### src/rvh_pkg.sv
// shared types, constants and helpers for the rgb and value histogram core
package rvh_pkg;

    localparam int COUNT_WIDTH = 32;
    localparam int NUM_BINS    = 256;
    localparam int BIN_W       = $clog2(NUM_BINS);
    localparam int PIX_W       = 8;
    localparam int OUT_W       = 32;
    localparam int NUM_LANES   = 4;

    localparam int LANE_RED   = 0;
    localparam int LANE_GREEN = 1;
    localparam int LANE_BLUE  = 2;
    localparam int LANE_VALUE = 3;

    typedef logic [COUNT_WIDTH-1:0] count_t;
    typedef logic [BIN_W-1:0]       bin_t;
    typedef logic [PIX_W-1:0]       pix_t;
    typedef logic [OUT_W-1:0]       out_count_t;
    typedef logic [1:0]             mode_t;

    localparam mode_t MODE_ACC   = 2'd0;
    localparam mode_t MODE_READ  = 2'd1;
    localparam mode_t MODE_CLEAR = 2'd2;

    localparam count_t     COUNT_MAX = '1;
    localparam out_count_t OUT_MAX   = '1;

    typedef struct packed {
        logic acc;
        logic clr;
    } lane_cmd_t;

    typedef count_t [NUM_LANES-1:0] lane_counts_t;

    // clamp a stored count to the reported width
    function automatic out_count_t report_count(count_t c);
        logic [63:0] wide;
        wide = 64'(c);
        if (wide > 64'(OUT_MAX))
            return OUT_MAX;
        else
            return wide[OUT_W-1:0];
    endfunction

endpackage

### src/rvh_merge.sv
// merging stage: gathers the four lane counts into one registered result
module rvh_merge (
    input  logic                  clk,
    input  logic                  rst_n,
    input  logic                  go,
    input  rvh_pkg::bin_t         bin_in,
    input  rvh_pkg::lane_counts_t counts,
    output logic                  strobe,
    output rvh_pkg::bin_t         bin_index,
    output rvh_pkg::out_count_t   red_count,
    output rvh_pkg::out_count_t   green_count,
    output rvh_pkg::out_count_t   blue_count,
    output rvh_pkg::out_count_t   value_count
);

    logic                strobe_reg;
    rvh_pkg::bin_t       bin_reg;
    rvh_pkg::out_count_t red_reg;
    rvh_pkg::out_count_t green_reg;
    rvh_pkg::out_count_t blue_reg;
    rvh_pkg::out_count_t value_reg;

    always_ff @(posedge clk or negedge rst_n)
    begin
        if (!rst_n)
        begin
            strobe_reg <= 1'b0;
        end
        else
        begin
            strobe_reg <= go;
        end
    end

    always_ff @(posedge clk)
    begin
        if (go)
        begin
            bin_reg   <= bin_in;
            red_reg   <= rvh_pkg::report_count(counts[rvh_pkg::LANE_RED]);
            green_reg <= rvh_pkg::report_count(counts[rvh_pkg::LANE_GREEN]);
            blue_reg  <= rvh_pkg::report_count(counts[rvh_pkg::LANE_BLUE]);
            value_reg <= rvh_pkg::report_count(counts[rvh_pkg::LANE_VALUE]);
        end
    end

    assign strobe      = strobe_reg;
    assign bin_index   = bin_reg;
    assign red_count   = red_reg;
    assign green_count = green_reg;
    assign blue_count  = blue_reg;
    assign value_count = value_reg;

endmodule

### config.mk
export PLATFORM = sky130hd
export DESIGN_NAME = rvh_merge
export DESIGN_NICKNAME = d
export VERILOG_FILES = /design/src/rvh_pkg.sv /design/src/rvh_merge.sv
export SDC_FILE = /design/constraint.sdc
export NUM_CORES = 1
export LEC_CHECK = 0
export BUFFER_PORTS_ARGS = -buffer_cell sky130_fd_sc_hd__buf_2
export CAP_MARGIN = 10
export CORE_ASPECT_RATIO = 0.9
export CORE_MARGIN = 2
export CORE_UTILIZATION = 35
export CTS_BUF_LIST = sky130_fd_sc_hd__clkbuf_8
export CTS_CLUSTER_SIZE = 20
export DETAILED_ROUTE_END_ITERATION = 6
export PLACE_DENSITY = 0.69
export SLEW_MARGIN = 20
export SYNTH_ARGS = -nofsm -noshare
export SYNTH_HDL_FRONTEND = slang
export SYNTH_SLANG_ARGS = --single-unit
### constraint.sdc
create_clock -name clk -period 0.8 [get_ports clk]
set_input_delay 0.2 -clock clk [delete_from_list [all_inputs] [get_ports clk]]
set_output_delay 0.2 -clock clk [all_outputs]
set_load 0.01 [all_outputs]
==> metrics, run 1 <==
outcome stopped before the end; Stop stage clock tree synthesis (4_1_cts); error that stopped the run [ERROR RSZ-0060] Max buffer count reached.; total clock buffers created by CTS 17; CTS HTree Levels 4; library cells used by synthesis 2; clock tree sinks 137; Net Count, Synth 276; hold buffer count at cts about 120; CTS Root Cell clkbuf_8; count of state elements after synthesis ~140; portion of the post-synthesis area used by sequential elements between 90% and 100%; count of synthesis-stage warnings from yosys 0; cts repair resizes 1; Mapped Avg Cell Area 30.0 um^2; number of buffer cells added on primary ports between 200 and 300; area after detailed placement 0.00578 mm^2; Max clock buf depth 2; weighted congestion at the end of routability-driven global placement 0.714; dpl hpwl approximately 6.7 mm; portion of synthesized cell area occupied by the leading cell type between 90 and 100%; height of the die 107 um; top area cells in the synthesized netlist edfxtp_1 99%, dfrtp_1 0.61%; boundary pin count 276; postcts setup bufs 0; dpl cells approximately 580; cell count after synthesis roughly 140; worst slack, placed -0.139 ns; num rows 37; library cell with the largest summed area after synthesis edfxtp_1; cell area after technology mapping ~0.0041 mm^2; starting density of the core around 36%; width of the chip between 100 and 150 um
-- cells in the mapped netlist --
master	count
edfxtp_1	136
dfrtp_1	1
-- kinds of logic after synthesis --
logic type,synth area share [%]
DFF,100
-- through the flow --
| step | utilization (%) | hold WS (ns) | TNS, ns |
|---|---|---|---|
| 2_1_floorplan | - | -0.0956 | 0 |
| 3_3_place_gp | 50.5 | -0.0231 | -12.96 |
| 3_5_place_dp | 50.5 | -0.0184 | -14.02 |
==> run 2, diff against run 1 <==
CORE_ASPECT_RATIO = unset   (was 0.9)
CORE_UTILIZATION = 20   (was 35)
CTS_BUF_LIST = unset   (was sky130_fd_sc_hd__clkbuf_8)
CTS_CLUSTER_SIZE = unset   (was 20)
PLACE_DENSITY = unset   (was 0.69)
PLACE_DENSITY_LB_ADDON = 0.15   (was unset)
==> run 2 against run 1 <==
Synthesized cell count unchanged. The flow now finishes, with violations (negative setup slack). Synthesized area unchanged.
==> metrics, run 2 <==
utilization after layout 39.0%; final routed wire length divided by cell count about 13 um; portion of synthesized cell area occupied by the leading cell type 99.4% (unchanged); Worst Path Required around 0.60 ns; Fill cells between 1500 and 2000; slew of the pin with the lowest slew margin 0.215 ns; starting density of the core 20.4% (was 35.9%); overall power consumption about 0.018 W; height of the die 147 um (was 107 um); max-slew violations 0; Die Area ~0.022 mm^2; CP top delay family flip-flops; delay of the slowest cell on the worst path 0.38 ns; Net Count, Synth 276 (unchanged); Max stage delay cell, worst path edfxtp_1; kind of start point of the critical path register; WS Path Type reg2out; antenna violations before repair 0; most common library cell in the layout ignoring fill and taps buf_2; worst vdd ir approximately 1300 uV; CTS tree yes; cell leakage power between 3 and 4 nW; cell area after technology mapping 0.00411 mm^2 (unchanged); Mapped Avg Cell Area 30.0 um^2 (unchanged); Residual DRC 0; clock tree sinks 137 (unchanged); buffers plus inverters on the worst setup path 1; fraction of layout cells with a size suffix above 1 about 53%; endpoints failing setup around 140; CTS HTree Levels 4 (unchanged); synth cell count leaders 136 x edfxtp_1, 1 x dfrtp_1 (unchanged); most used flip-flop cell after synthesis edfxtp_1 (unchanged); width of the chip 147 um (was 118 um); clock-pin slew reported for the worst setup and hold paths after clock tree synthesis 0.06 ns; CTS Root Cell clkbuf_16 (was clkbuf_8); endpoint kind of the worst setup timing path output pin; arrival time of data at the critical path endpoint ~0.96 ns; critical path fanouts, max 1; largest net degree at the start of global routing 38; footprint of the multi-input gates 0 um^2; Max clock buf depth 2 (unchanged); cell count after synthesis 137 (unchanged); power per unit of standard cell area between 2000 and 2500 mW/mm^2; via count of the first global-routing pass approximately 3500; area overhead of the layout relative to synthesis 91.7%; final WL ~11 mm; number of buffer cells added on primary ports 275 (unchanged); num rows 52 (was 37); dpl hpwl 7.59 mm (was 6.65 mm); fin crit share 144%; cell-by-cell listing of the critical path buf_2; # nets final 717; remaining antenna violation count after routing 0; worst min-delay path class in2async; final instance count without filler cells 860; violations in the final reports negative setup slack; headroom to the max-slew limit approximately 86%; outcome finished, violations left (was stopped before the end); first-pass GRT wire length roughly 17 mm; library cells used by synthesis 2 (unchanged); boundary pin count 276 (unchanged); number of DRC violations after detailed-routing iteration 0 64; clock period minus worst slack 1.16 ns; slack of the critical path -0.356 ns; cell with the most instances after synthesis edfxtp_1 (unchanged); multi-input combinational cell count 0; Max Clock Freq 865 MHz; number of failing hold endpoints at the final stage 0; library cell with the largest summed area after synthesis edfxtp_1 (unchanged); top area cells in the synthesized netlist edfxtp_1 99%, dfrtp_1 0.61% (unchanged); detailed-route vias per instance 3.55; total clock buffers created by CTS 17 (unchanged); All-Layer GR Usage approximately a tenth; portion of the post-synthesis area used by sequential elements 100% (unchanged); Hold Worst Slack around 0.095 ns; via count 3056; highest-count cells in the layout ignoring fill and taps 270 x buf_2, 137 x dlygate4sd3_1, 136 x edfxtp_1; number of maximum-capacitance violations 0; count of synthesis-stage warnings from yosys 0 (unchanged); count of state elements after synthesis 137 (unchanged); dpl cells 692 (was 577); proportion of synthesized flip-flops having asynchronous set or reset 0.730% (unchanged); weighted congestion at the end of routability-driven global placement 0.712 (was 0.714); count of inserted antenna diode cells 0; core footprint between 0.02 and 0.025 mm^2; total overflow reported by the global router 0; first-pass iteration count of the detailed router 4; unrepaired setup endpoints after global routing yes; EDFF count, synth 136 (unchanged)
==> run 2: final timing paths <==
kind	start	cells after the start	slack [ns]	end
max in group asynchronous	rst_n	2	0.62	strobe
worst max-delay path	blue_count[30]	1	-0.36	blue_count[30]
worst min-delay path	rst_n	2	0.09	strobe
min in group clk	go	2	0.21	strobe
==> run 2: cells by family after synthesis <==
kind of cell / Yosys count / share of synthesized area, %
DFF: 137 / 100
==> run 2: power by group <==
part	switching, W	total (W)	internal, W	leakage [nW]
Sequential	0.000133	0.00866	0.00852	1.34
Clock	0.00291	0.00715	0.00424	0.260
Combinational	0.000843	0.00194	0.00109	1.73
==> run 2: repair_timing <==
item,in CTS,in global routing
hold endpoints to repair,137,0
setup buffers,0,0
gates resized for setup,0,6
setup endpoints to repair,137,137
hold buffers,137,0
==> run 2: final cells by class <==
type	count	area (um^2)	area share [%]
Tap cell	270	338	4.29
Sequential cell	137	4110	52.2
Clock inverter	12	104	1.32
Timing Repair Buffer	422	2890	36.7
Clock buffer	19	433	5.50
==> run 2: stage by stage <==
stage / instance area (um^2) / setup TNS, ns / setup slack [ns]
finish: 7880 / -43.04 / -0.356
global route: 7880 / -49.62 / -0.402
CTS: 7850 / -46.96 / -0.382
detailed placement: 5940 / -16.51 / -0.189
global placement: 5940 / -14.88 / -0.175
floorplan: 4110 / 0 / 0.206
==> run 2: per-layer routing <==
metal  global-route usage [%]  part of all wire (%)  routed length (um)
met1                     9.91                    36                4050
met2                     17.9                    52                5750
met3                     4.75                   9.2                1020
met4                     5.48                   2.8                 309
met5                        0                     0                   0
(Power assumes the default switching activity.)
